**src/rtl/bia_pkg.sv**
```systemverilog
// Shared types, request codes and the word-level zero search for the
// bitmap id allocator. No dependencies.
`timescale 1ns / 1ps
`default_nettype none

package bia_pkg;

    localparam int WORD_W     = 32;
    localparam int WORD_SEL_W = 5;
    localparam int ID_W       = 10;
    localparam int CFG_W      = 11;

    localparam logic [1:0] REQ_ALLOC   = 2'd0;
    localparam logic [1:0] REQ_QUERY   = 2'd1;
    localparam logic [1:0] REQ_RELEASE = 2'd2;

    localparam logic [CFG_W-1:0] IDS_RESET = 11'd1024;

    typedef struct packed {
        logic [1:0]      req_type;
        logic [ID_W-1:0] id_in;
    } in_t;

    typedef struct packed {
        logic [ID_W-1:0] granted_id;
        logic            granted;
        logic            is_free;
    } out_t;

    typedef struct packed {
        logic                  found;
        logic [WORD_SEL_W-1:0] idx;
    } zero_pos_t;

    function automatic zero_pos_t lowest_zero(input logic [WORD_W-1:0] word);
        zero_pos_t res;
        res.found = 1'b0;
        res.idx   = '0;
        for (int i = WORD_W - 1; i >= 0; i--) begin
            if (!word[i]) begin
                res.found = 1'b1;
                res.idx   = WORD_SEL_W'(i);
            end
        end
        return res;
    endfunction

endpackage

`default_nettype wire

```
**src/rtl/bia_word_store.sv**
```systemverilog
// Bitmap word memory: one synchronous read port, one write port, and a
// clearing sweep after reset. Uses bia_pkg.
`timescale 1ns / 1ps
`default_nettype none

module bia_word_store #(
    parameter int NUM_WORDS = 32,
    parameter int WA_W      = 5
) (
    input  wire                          clk,
    input  wire                          rst_n,
    input  wire                          rd_en,
    input  wire  [WA_W-1:0]              rd_addr,
    output logic [bia_pkg::WORD_W-1:0]   rd_data,
    input  wire                          wr_en,
    input  wire  [WA_W-1:0]              wr_addr,
    input  wire  [bia_pkg::WORD_W-1:0]   wr_data,
    output logic                         clr_busy
);

    logic [bia_pkg::WORD_W-1:0] mem [NUM_WORDS];
    logic [bia_pkg::WORD_W-1:0] rd_data_reg;
    logic [WA_W-1:0]            clr_addr_reg;
    logic [WA_W-1:0]            clr_addr_next;
    logic                       clr_busy_reg;
    logic                       clr_busy_next;

    always_comb
    begin
        clr_addr_next = clr_addr_reg;
        clr_busy_next = clr_busy_reg;
        if (clr_busy_reg)
        begin
            if (32'(clr_addr_reg) == NUM_WORDS - 1)
                clr_busy_next = 1'b0;
            else
                clr_addr_next = clr_addr_reg + 1'b1;
        end
    end

    always_ff @(posedge clk or negedge rst_n)
    begin
        if (!rst_n)
        begin
            clr_addr_reg <= '0;
            clr_busy_reg <= 1'b1;
        end
        else
        begin
            clr_addr_reg <= clr_addr_next;
            clr_busy_reg <= clr_busy_next;
        end
    end

    always_ff @(posedge clk)
    begin
        if (clr_busy_reg)
            mem[clr_addr_reg] <= '0;
        else if (wr_en)
            mem[wr_addr] <= wr_data;
        if (rd_en)
            rd_data_reg <= mem[rd_addr];
    end

    assign rd_data  = rd_data_reg;
    assign clr_busy = clr_busy_reg;

endmodule

`default_nettype wire

```
**src/rtl/bia_summary.sv**
```systemverilog
// Summary level: one full flag per bitmap word and the search for the lowest
// word that still holds a free id. No dependencies.
`timescale 1ns / 1ps
`default_nettype none

module bia_summary #(
    parameter int NUM_WORDS = 32,
    parameter int WA_W      = 5
) (
    input  wire              clk,
    input  wire              rst_n,
    input  wire              upd_en,
    input  wire  [WA_W-1:0]  upd_addr,
    input  wire              upd_full,
    output logic             any_free,
    output logic [WA_W-1:0]  first_addr
);

    logic [NUM_WORDS-1:0] full_reg;

    always_ff @(posedge clk or negedge rst_n)
    begin
        if (!rst_n)
            full_reg <= '0;
        else if (upd_en)
            full_reg[upd_addr] <= upd_full;
    end

    always_comb
    begin
        any_free   = 1'b0;
        first_addr = '0;
        for (int i = NUM_WORDS - 1; i >= 0; i--)
        begin
            if (!full_reg[i])
            begin
                any_free   = 1'b1;
                first_addr = WA_W'(i);
            end
        end
    end

endmodule

`default_nettype wire

```
**src/rtl/bitmap_id_allocator.sv**
```systemverilog
// Top level of the first-fit bitmap id allocator: request sequencer, pool
// register and result register. Uses bia_pkg, bia_word_store, bia_summary.
//
//   channel | signals                         | direction
//   in      | in_valid, in_ready, in_data     | request in
//   out     | out_valid, out_ready, out_data  | result out
//   cfg     | cfg_valid, cfg_ready, cfg_data  | pool size write
//
// Each request is accepted in ST_IDLE, whose accept edge issues the bitmap word
// read (word picked by the summary flags for allocate); ST_EXEC then modifies,
// writes back and loads the result register once that register is free.
// After reset a clearing sweep zeroes every bitmap word; in_ready stays low
// meanwhile, configuration writes are taken.
// A result held by out_ready low stalls the write-back stage, not the accept.
`timescale 1ns / 1ps
`default_nettype none

module bitmap_id_allocator #(
    parameter int MAX_IDS = 1024
) (
    input  wire                            clk,
    input  wire                            rst_n,
    input  wire                            in_valid,
    output logic                           in_ready,
    input  wire  bia_pkg::in_t             in_data,
    output logic                           out_valid,
    input  wire                            out_ready,
    output bia_pkg::out_t                  out_data,
    input  wire                            cfg_valid,
    output logic                           cfg_ready,
    input  wire  [bia_pkg::CFG_W-1:0]      cfg_data
);

    localparam int NUM_WORDS = (MAX_IDS + bia_pkg::WORD_W - 1) / bia_pkg::WORD_W;
    localparam int WA_W      = (NUM_WORDS > 1) ? $clog2(NUM_WORDS) : 1;
    localparam int FID_W     = WA_W + bia_pkg::WORD_SEL_W;
    localparam int CNT_W     = $clog2(MAX_IDS + 1);
    localparam int EXT_W     = (CNT_W > bia_pkg::CFG_W) ? CNT_W : bia_pkg::CFG_W;
    localparam int CMP_W     = (EXT_W > FID_W) ? EXT_W : FID_W;
    localparam logic [CMP_W-1:0] MAX_CMP = CMP_W'(MAX_IDS);

    typedef enum logic {
        ST_IDLE,
        ST_EXEC
    } state_t;

    state_t                      state_reg;
    state_t                      state_next;
    bia_pkg::in_t                req_reg;
    bia_pkg::in_t                req_next;
    logic                        avail_reg;
    logic                        avail_next;
    logic [WA_W-1:0]             addr_reg;
    logic [WA_W-1:0]             addr_next;
    logic                        out_valid_reg;
    logic                        out_valid_next;
    bia_pkg::out_t               out_data_reg;
    bia_pkg::out_t               out_data_next;
    logic [bia_pkg::CFG_W-1:0]   ids_reg;

    logic                        clr_busy;
    logic                        any_free;
    logic [WA_W-1:0]             first_addr;
    logic [bia_pkg::WORD_W-1:0]  rd_data;
    logic                        rd_en;
    logic [WA_W-1:0]             rd_addr;
    logic                        wr_en;
    logic [bia_pkg::WORD_W-1:0]  wr_data;

    logic [CMP_W-1:0]            cfg_ext;
    logic [CMP_W-1:0]            pool;
    logic [CMP_W-1:0]            in_id_ext;
    logic [CMP_W-1:0]            req_id_ext;
    logic [CMP_W-1:0]            cand;
    bia_pkg::zero_pos_t          lz;
    logic                        in_fire;
    logic                        exec_fire;
    logic                        id_in_pool;
    logic [bia_pkg::WORD_W-1:0]  sel_mask;

    bia_word_store #(
        .NUM_WORDS (NUM_WORDS),
        .WA_W      (WA_W)
    ) u_store (
        .clk      (clk),
        .rst_n    (rst_n),
        .rd_en    (rd_en),
        .rd_addr  (rd_addr),
        .rd_data  (rd_data),
        .wr_en    (wr_en),
        .wr_addr  (addr_reg),
        .wr_data  (wr_data),
        .clr_busy (clr_busy)
    );

    bia_summary #(
        .NUM_WORDS (NUM_WORDS),
        .WA_W      (WA_W)
    ) u_summary (
        .clk        (clk),
        .rst_n      (rst_n),
        .upd_en     (wr_en),
        .upd_addr   (addr_reg),
        .upd_full   (&wr_data),
        .any_free   (any_free),
        .first_addr (first_addr)
    );

    always_ff @(posedge clk or negedge rst_n)
    begin
        if (!rst_n)
            ids_reg <= bia_pkg::IDS_RESET;
        else if (cfg_valid)
            ids_reg <= cfg_data;
    end

    assign cfg_ready = 1'b1;
    assign cfg_ext   = CMP_W'(ids_reg);
    assign pool      = (cfg_ext > MAX_CMP) ? MAX_CMP : cfg_ext;

    assign in_ready  = (state_reg == ST_IDLE) && !clr_busy;
    assign in_fire   = in_valid && in_ready;
    assign in_id_ext = CMP_W'(in_data.id_in);
    assign rd_en     = in_fire;
    assign rd_addr   = (in_data.req_type == bia_pkg::REQ_ALLOC) ? first_addr
                     : in_id_ext[FID_W-1:bia_pkg::WORD_SEL_W];

    assign req_id_ext = CMP_W'(req_reg.id_in);
    assign id_in_pool = req_id_ext < pool;
    assign lz         = bia_pkg::lowest_zero(rd_data);
    assign cand       = CMP_W'({addr_reg, lz.idx});
    assign exec_fire  = (state_reg == ST_EXEC) && (!out_valid_reg || out_ready);

    always_comb
    begin
        state_next     = state_reg;
        req_next       = req_reg;
        avail_next     = avail_reg;
        addr_next      = addr_reg;
        out_valid_next = out_valid_reg;
        out_data_next  = out_data_reg;
        wr_en          = 1'b0;
        wr_data        = rd_data;
        sel_mask       = '0;

        if (out_valid_reg && out_ready)
            out_valid_next = 1'b0;

        case (state_reg)
            ST_IDLE:
            begin
                if (in_fire)
                begin
                    req_next   = in_data;
                    avail_next = any_free;
                    addr_next  = rd_addr;
                    state_next = ST_EXEC;
                end
            end
            ST_EXEC:
            begin
                out_data_next = '0;
                case (req_reg.req_type)
                    bia_pkg::REQ_ALLOC:
                    begin
                        sel_mask = bia_pkg::WORD_W'(1) << lz.idx;
                        if (avail_reg && lz.found && (cand < pool))
                        begin
                            wr_en                    = exec_fire;
                            wr_data                  = rd_data | sel_mask;
                            out_data_next.granted    = 1'b1;
                            out_data_next.granted_id = bia_pkg::ID_W'(cand);
                        end
                    end
                    bia_pkg::REQ_QUERY:
                    begin
                        out_data_next.is_free = id_in_pool &&
                            !rd_data[req_reg.id_in[bia_pkg::WORD_SEL_W-1:0]];
                    end
                    bia_pkg::REQ_RELEASE:
                    begin
                        sel_mask = bia_pkg::WORD_W'(1) <<
                                   req_reg.id_in[bia_pkg::WORD_SEL_W-1:0];
                        if (id_in_pool)
                        begin
                            wr_en   = exec_fire;
                            wr_data = rd_data & ~sel_mask;
                        end
                    end
                    default:
                    begin
                        out_data_next = '0;
                    end
                endcase
                if (exec_fire)
                begin
                    out_valid_next = 1'b1;
                    state_next     = ST_IDLE;
                end
                else
                begin
                    out_data_next = out_data_reg;
                end
            end
            default:
            begin
                state_next = ST_IDLE;
            end
        endcase
    end

    always_ff @(posedge clk or negedge rst_n)
    begin
        if (!rst_n)
        begin
            state_reg     <= ST_IDLE;
            req_reg       <= '0;
            avail_reg     <= 1'b0;
            addr_reg      <= '0;
            out_valid_reg <= 1'b0;
            out_data_reg  <= '0;
        end
        else
        begin
            state_reg     <= state_next;
            req_reg       <= req_next;
            avail_reg     <= avail_next;
            addr_reg      <= addr_next;
            out_valid_reg <= out_valid_next;
            out_data_reg  <= out_data_next;
        end
    end

    assign out_valid = out_valid_reg;
    assign out_data  = out_data_reg;

endmodule

`default_nettype wire

```
**config.mk**
```make
export PLATFORM = sky130hd
export DESIGN_NAME = bitmap_id_allocator
export DESIGN_NICKNAME = d
export VERILOG_FILES = /design/src/rtl/bia_pkg.sv /design/src/rtl/bia_word_store.sv /design/src/rtl/bia_summary.sv /design/src/rtl/bitmap_id_allocator.sv
export SDC_FILE = /design/constraint.sdc
export NUM_CORES = 2
export LEC_CHECK = 0
export BUFFER_PORTS_ARGS = -buffer_cell sky130_fd_sc_hd__buf_2
export CORE_UTILIZATION = 49
export DETAILED_ROUTE_END_ITERATION = 8
export PLACE_DENSITY_LB_ADDON = 0.15
export SLEW_MARGIN = 20
export SYNTH_ARGS = -nofsm -noshare
export SYNTH_HDL_FRONTEND = slang
export SYNTH_HIERARCHICAL = 1
export SYNTH_SLANG_ARGS = --single-unit
```
**constraint.sdc**
```tcl
create_clock -name clk -period 18.5 [get_ports clk]
set_input_delay 1.85 -clock clk [delete_from_list [all_inputs] [get_ports clk]]
set_output_delay 1.85 -clock clk [all_outputs]
set_load 0.02 [all_outputs]
```
== Word-level counts from Yosys, hierarchy flattened ==
Memories as Yosys holds them, arrays and structs flattened. A register that Yosys moved wholly into a read port is not among the register bits.
Index checks and enable logic that the tools add are counted.

* Register bits: 81
* Bits in writable memories: 1,024
* Bits of input ports: 28
* Output and inout bits: 15
* Logic and storage cells: 180
* Memories kept: 1

* Add/sub/neg operators: 1
* $lt $le $gt $ge: 6
* Equal/unequal tests: 3
* Shift-type cells: 2
* Multiplexer cells: 130
* Bitwise operators: 5
* Reduce and logical (&&, ||, !) cells: 19

{| class="wikitable"
|+ Memories
! memory !! depth !! bits a word !! rd ports !! clocked after Yosys merged registers in !! wr ports !! line !! source
|-
| u_store.mem || 32 || 32 || 1 || 1 || 1 || bia_word_store.sv:21 || <nowiki>logic [bia_pkg::WORD_W-1:0] mem [NUM_WORDS];</nowiki>
|}

{| class="wikitable"
|+ Operators by type and width
! cell !! number
|-
| 6-bit two-way mux || 32
|-
| 5-bit two-way mux || 34
|-
| 32-bit two-way mux || 4
|-
| 32-bit case mux with 2 select lines || 1
|-
| 1-bit by 5-bit left shift with 32-bit output (first input constant) || 2
|-
| 1-bit two-way mux || 51
|-
| 11-bit two-way mux || 3
|-
| 32-bit bitwise AND || 1
|-
| 32-bit bitwise mux || 1
|-
| 32-bit NOT || 1
|-
| 32-bit bitwise OR || 1
|-
| 32-bit AND reduction || 1
|-
| 32-bit OR reduction || 1
|-
| 10-bit by 11-bit less-than comparator with 1-bit output || 2
|-
| 5-bit by 6-bit less-than comparator with 1-bit output (second input constant) || 2
|-
| 11-bit > comparator (second input constant) || 1
|-
| 1-bit logical AND || 8
|-
| 2-bit AND reduction || 3
|-
| 5-bit by 1-bit adder with 5-bit output (second input constant) || 1
|-
| 1-bit binary-select mux with 5-bit select || 1
|-
| 1-bit demux with 5-bit select || 1
|-
| 5-bit == test (second input constant) || 1
|-
| 5-bit by 1-bit greater-or-equal comparator with 1-bit output (second input constant) || 1
|-
| 2-bit zero test || 2
|-
| other kinds (6) || 10
|}

== Logic depth before layout (Yosys ltp) ==
* Depth in word-level cells: 42
* Depth in mapped cells: 20
* Depth with buffers taken out: 18

== Cells and area by module ==
Netlist, hierarchy kept.

{| class="wikitable"
|+ Modules (own cells, without submodules)
! module !! instances !! cells an instance !! area each (um^2) !! sequential area each (um^2)
|-
| bia_word_store || 1 || 2,328 || 41,392.2 || 31,861.8
|-
| bitmap_id_allocator || 1 || 418 || 3,782.4 || 1,077.3
|-
| bia_summary || 1 || 187 || 1,775.5 || 800.8
|}

== Worst setup path before layout ==
OpenSTA, ideal clock, no wires.

* Path type: register to register
* From: reg u_store.rd_data_reg (netlist bit u_store/rd_data[27]), read port of u_store.mem
* To: mem u_store/mem[18][0] (netlist bit) (enable)
* Setup time: 0.421 ns
* Data arrival time: 5.441 ns
* Data required time: 18.079 ns
* Slack: 12.638 ns
* Stages on the path, launching flop included: 18
* Buffers on the path: 2
* Period minus slack after synthesis: 5.862 ns
* Cells stage by stage: edfxtp_1 > and4_1 > a211oi_1 > o31ai_1 > nand2_1 > inv_1 > ha_1 > a2111oi_0 > a21oi_1 > nor2_1 > clkbuf_1 > a21o_1 > nor2b_1 > buf_2 > mux2i_2 > nor2b_1 > nand2_1 > nor2_1

* Longest elaborated chain between the ends: 38
* Elaborated cells on any way between the ends: 40
* Those cells by class: 1 x order compare; 36 x mux; 3 x reduce/logical

{| class="wikitable"
|+ Ends and longest elaborated chain
! element !! line !! source
|-
| start: declaration || bia_word_store.sv:22 || <nowiki>logic [bia_pkg::WORD_W-1:0] rd_data_reg;</nowiki>
|-
| 6-bit two-way mux (*) (28 in series) || bia_pkg.sv:40 || <nowiki>if (!word[i]) begin</nowiki>
|-
| 10-bit by 11-bit less-than comparator with 1-bit output or 1-bit logical AND (tied branches) || bitmap_id_allocator.sv:167 || <nowiki>if (avail_reg && lz.found && (cand < pool))</nowiki>
|-
| 1-bit logical AND (*) || bitmap_id_allocator.sv:167 ||
|-
| 1-bit two-way mux (*) || bitmap_id_allocator.sv:167 ||
|-
| 1-bit case mux with 2 select lines (*) || bitmap_id_allocator.sv:163 || <nowiki>case (req_reg.req_type)</nowiki>
|-
| 1-bit two-way mux (*) || bitmap_id_allocator.sv:149 || <nowiki>case (state_reg)</nowiki>
|-
| named net wr_en || bitmap_id_allocator.sv:67 || <nowiki>logic wr_en;</nowiki>
|-
| 1-bit two-way mux (*) || bia_word_store.sv:59 || <nowiki>else if (wr_en)</nowiki>
|-
| 1-bit two-way mux (*) || bia_word_store.sv:57 || <nowiki>if (clr_busy_reg)</nowiki>
|-
| 1-bit two-way mux (not written as such) (*) || bia_word_store.sv:60 || <nowiki>mem[wr_addr] <= wr_data;</nowiki>
|-
| 32-bit OR reduction (no line) || n/a ||
|-
| 5-bit two-way mux (no line) or 1-bit two-way mux (tied branches) || n/a ||
|-
| end: declaration || bia_word_store.sv:21 ||
|}

Mark *: on every way through the listed nets, which the timed path passes. The rest lies on a longest branch.

== Final worst setup path ==
* From: reg u_store.rd_data_reg (netlist bit u_store/rd_data[21]), read port of u_store.mem
* To: mem u_store/mem[6][20] (netlist bit) (enable)

* Longest elaborated chain between the ends: 32
* Elaborated cells on any way between the ends: 34
* Those cells by class: 1 x order compare; 30 x mux; 3 x reduce/logical

{| class="wikitable"
|+ Ends and longest elaborated chain
! element !! line
|-
| 6-bit two-way mux (*) (22 in series) || bia_pkg.sv:40
|-
| 10-bit by 11-bit less-than comparator with 1-bit output or 1-bit logical AND (tied branches) || bitmap_id_allocator.sv:167
|-
| 1-bit logical AND (*) || bitmap_id_allocator.sv:167
|-
| 1-bit two-way mux (*) || bitmap_id_allocator.sv:167
|-
| 1-bit case mux with 2 select lines (*) || bitmap_id_allocator.sv:163
|-
| 1-bit two-way mux (*) || bitmap_id_allocator.sv:149
|-
| named net wr_en || bitmap_id_allocator.sv:67
|-
| 1-bit two-way mux (*) || bia_word_store.sv:59
|-
| 1-bit two-way mux (*) || bia_word_store.sv:57
|-
| 1-bit two-way mux (not written as such) (*) || bia_word_store.sv:60
|-
| 32-bit OR reduction (no line) || n/a
|-
| 5-bit two-way mux (no line) or 1-bit two-way mux (tied branches) || n/a
|}

Marked as above.

==> impl_metrics.py <==
metrics = {
    "run_status": {
        "status": "finished, final reports clean",
    },
    "floorplan": {
        "die_h_um": 312,
        "floorplan.die_area_um2": 97100,
        "start_util_pct": 49.4,
        "num_rows": 113,
        "die_width_um": 312,
        "core_um2": 95000,
        "boundaryPins": 43,
    },
    "clock_tree": {
        "htreeDepth": 3,
        "ctsResizeCount": 0,
        "path_clk_slew_ns": 0.06,
        "clk_path_buf_depth": 3,
        "clock_latency_ns": 0.69,
        "postCtsSetupBuffers": 0,
        "numCtsBuffers": 115,
        "clock-sinks": 1137,
        "cts_hold_buf": 0,
        "clockRootBuffer": "clkbuf_16",
        "cts_tree": "yes",
    },
    "worst_setup_path": {
        "worstPathCellList": "nand4_1 -> a211oi_1 -> o31ai_1 -> nand2_1 -> inv_1 -> ha_1 -> a2111oi_0 -> a21oi_1 -> nor2_1 -> a21o_1 -> nor2b_2 -> buf_4 -> mux2i_2 -> nand3_1 -> nor2_4 -> buf_4",
        "slowest_stage": "nor2_4",
        "cp.required_ns": 18.83,
        "cpPeakStageDelay_ns": 0.92,
        "worstPathArrival_ns": 7.70,
        "critPathKind": "reg -> reg",
        "crit_path_start_kind": "flip-flop",
        "crit_fanout": 36,
        "path_common_cell": "buf_4",
        "cp-end-kind": "flip-flop",
    },
    "finish": {
        "nFillCells": 7531,
        "final_core_util_pct": 55.3,
        "nNetsFinal": 3050,
        "layout_commonest_cell": "edfxtp_1",
        "drive_above_1_share_pct": 13.4,
        "mostFrequentLayoutCells": "1056 x edfxtp_1, 514 x mux2i_1, 179 x nand2_1, 120 x nand3_1, 116 x clkbuf_16",
        "largest_reg_flops": 1024,
        "area_growth_syn_to_layout_pct": 11.9,
        "fin_cells": 4358,
        "n_antenna_cell": 0,
    },
    "power": {
        "power.total_mw": 5.67,
        "p_leak_nw": 18.0,
        "power-per-cell-area_nw_per_um2": 108,
        "max-vdd-ir-drop_mv": 0.0861,
    },
    "timing": {
        "hold_violations": 0,
        "period_share_pct": 39.8,
        "drv_slew": 0,
        "rsz0062_at_grt": "no",
        "tightest_slew_ns": 1.14,
        "relSlewSlack_pct": 24.2,
        "fin_tns_setup_ns": 0,
        "max_freq_ghz": 0.136,
        "finalSetupViolCount": 0,
        "whs_ns": 0.480,
        "period_needed_ns": 7.37,
        "clock_skew_ns": 0.0283,
    },
    "route": {
        "drt-total-wl_mm": 126,
        "drc": 0,
        "viasPerCell": 6.16,
        "first_pass_iters": 5,
        "vias": 26800,
        "drt-initial-drc-count": 2805,
        "ant_nets": 0,
        "avgRoutedWirePerCell_um": 28.9,
    },
    "logic_synthesis": {
        "synthArstFlopShare_pct": 7.12,
        "synth_fp_nets": 2980,
        "yosysWarnings": 6,
        "ys.flop_type": "edfxtp_1",
        "syn_avg_cell_area_um2": 16.0,
        "ys_seq_area_share_pct": 71.9,
        "netlist_area_um2": 47000,
        "synth_cells": 2933,
        "synth-seq-cells": 1137,
        "synth-edff-count": 1056,
        "synth_cell_types": 76,
    },
    "global_route": {
        "grt_max_degree": 128,
        "grt_overflow": 0,
        "track_usage_pct": 25.9,
        "grt_pass1_wl_mm": 184,
        "grt_pass1_vias": 26700,
        "grt_antenna_before_repair": 3,
    },
    "placed_design": {
        "gp_congestion": 0.930,
        "port_buffers": 41,
        "hpwl_mm": 74.6,
        "placed_cells": 4150,
    },
    "worst_hold_path": {
        "hold_path_class": "reg -> reg",
    },
    "run": {
        "maxCapViolCount": 0,
    },
}
## Yosys cell counts (all sizes together), types with 5 or more instances
master / number / share of area [%]
o41ai: 5 / 0.093
inv: 19 / 0.15
and4: 11 / 0.21
and2: 38 / 0.51
a22oi: 96 / 1.5
nor3b: 6 / 0.15
nand3: 120 / 1.3
mux4: 10 / 0.48
edfxtp: 1056 / 68
a21o: 5 / 0.080
mux2i: 516 / 11
nand2: 180 / 1.4
dfrtp: 79 / 4.2
mux2: 60 / 1.4
nand4: 27 / 0.36
nor3: 45 / 0.50
ha: 19 / 0.51
o22ai: 5 / 0.067
buf: 91 / 1.4
o21ai: 52 / 0.55
nor4: 5 / 0.067
a31oi: 41 / 0.55
nor2: 72 / 0.59
a22o: 73 / 1.4
and3: 5 / 0.067
nand2b: 15 / 0.20
a21oi: 112 / 1.2
o21bai: 5 / 0.080
nor2b: 8 / 0.11
o31ai: 22 / 0.38
a211oi: 6 / 0.096
clkbuf: 61 / 0.50
nand3b: 7 / 0.11
a31o: 6 / 0.11
## kinds of logic (layout without fill, tap and decap cells)
| logic type | count (synthesis) | count (layout) | synth area share [%] |
|---|---|---|---|
| xor+xnor | 3 | 3 | 0.0560 |
| other cells | 1 | 1 | 0.00799 |
| fa+ha+maj | 19 | 19 | 0.506 |
| flops | 1137 | 1137 | 71.9 |
| simple gates | 564 | 564 | 6.02 |
| mux | 586 | 586 | 12.9 |
| buf+inv | 171 | 331 | 2.07 |
| compound gates | 452 | 452 | 6.55 |
## power breakdown
| group | internal [mW] | leakage, nW | switching, mW |
|---|---|---|---|
| clock network | 1.29 | 1.77 | 0.947 |
| logic | 0.160 | 5.54 | 0.345 |
| registers | 2.88 | 10.7 | 0.0492 |
| total | 4.32 | 18.0 | 1.34 |
## cell type report
type	instances	area (um2)	share of cell area [%]
Timing Repair Buffer	105	958	1.82
Inverter	19	71.3	0.136
Clock buffer	147	3020	5.74
Multi-Input combinational cell	1625	12600	24.0
Tap cell	1265	1580	3.01
Sequential cell	1137	33700	64.2
Clock inverter	60	596	1.13
## path summary, 6_finish.rpt
path	start	end	slack (ns)	depth (start not counted)
worst min register to register	out_data[0]	out_data[0]	0.48	2
worst min-delay path	out_data[0]	out_data[0]	0.48	2
max in group asynchronous	rst_n	req_id_ext[1]	16.77	1
worst max register to register	u_store/rd_data[21]	u_store/mem[6][20]	11.13	16
min in group asynchronous	rst_n	u_summary/full_reg[18]	1.22	1
worst max-delay path	u_store/rd_data[21]	u_store/mem[6][20]	11.13	16
## per-stage QoR
| stage | setup WS, ns | cell area (um2) |
|---|---|---|
| finish | 11.13 | 52600 |
| global route | 10.71 | 52600 |
| CTS | 11.25 | 52500 |
| detailed placement | 11.29 | 48900 |
| global placement | 11.59 | 48600 |
| floorplan | 12.64 | 47000 |
## worst max-delay path, delay by kind of cell (launching register included)
family	cells	cell delay, ns
fa+ha+maj	1	0.32
mux	1	0.39
buf+inv	3	0.90
simple gates	6	2.75
flops	1	0.47
compound gates	5	2.14
## layer usage
metal | track usage (%) | up-vias | wire [um]
met2 | 41.3 | 1019 | 59400
met3 | 3.67 | 201 | 8220
met1 | 37.2 | 13900 | 54700
li1 | - | 11700 | -
met4 | 7.57 | 2 | 3660
met5 | 0 | - | 8
Power figures use the tool's default switching activity.
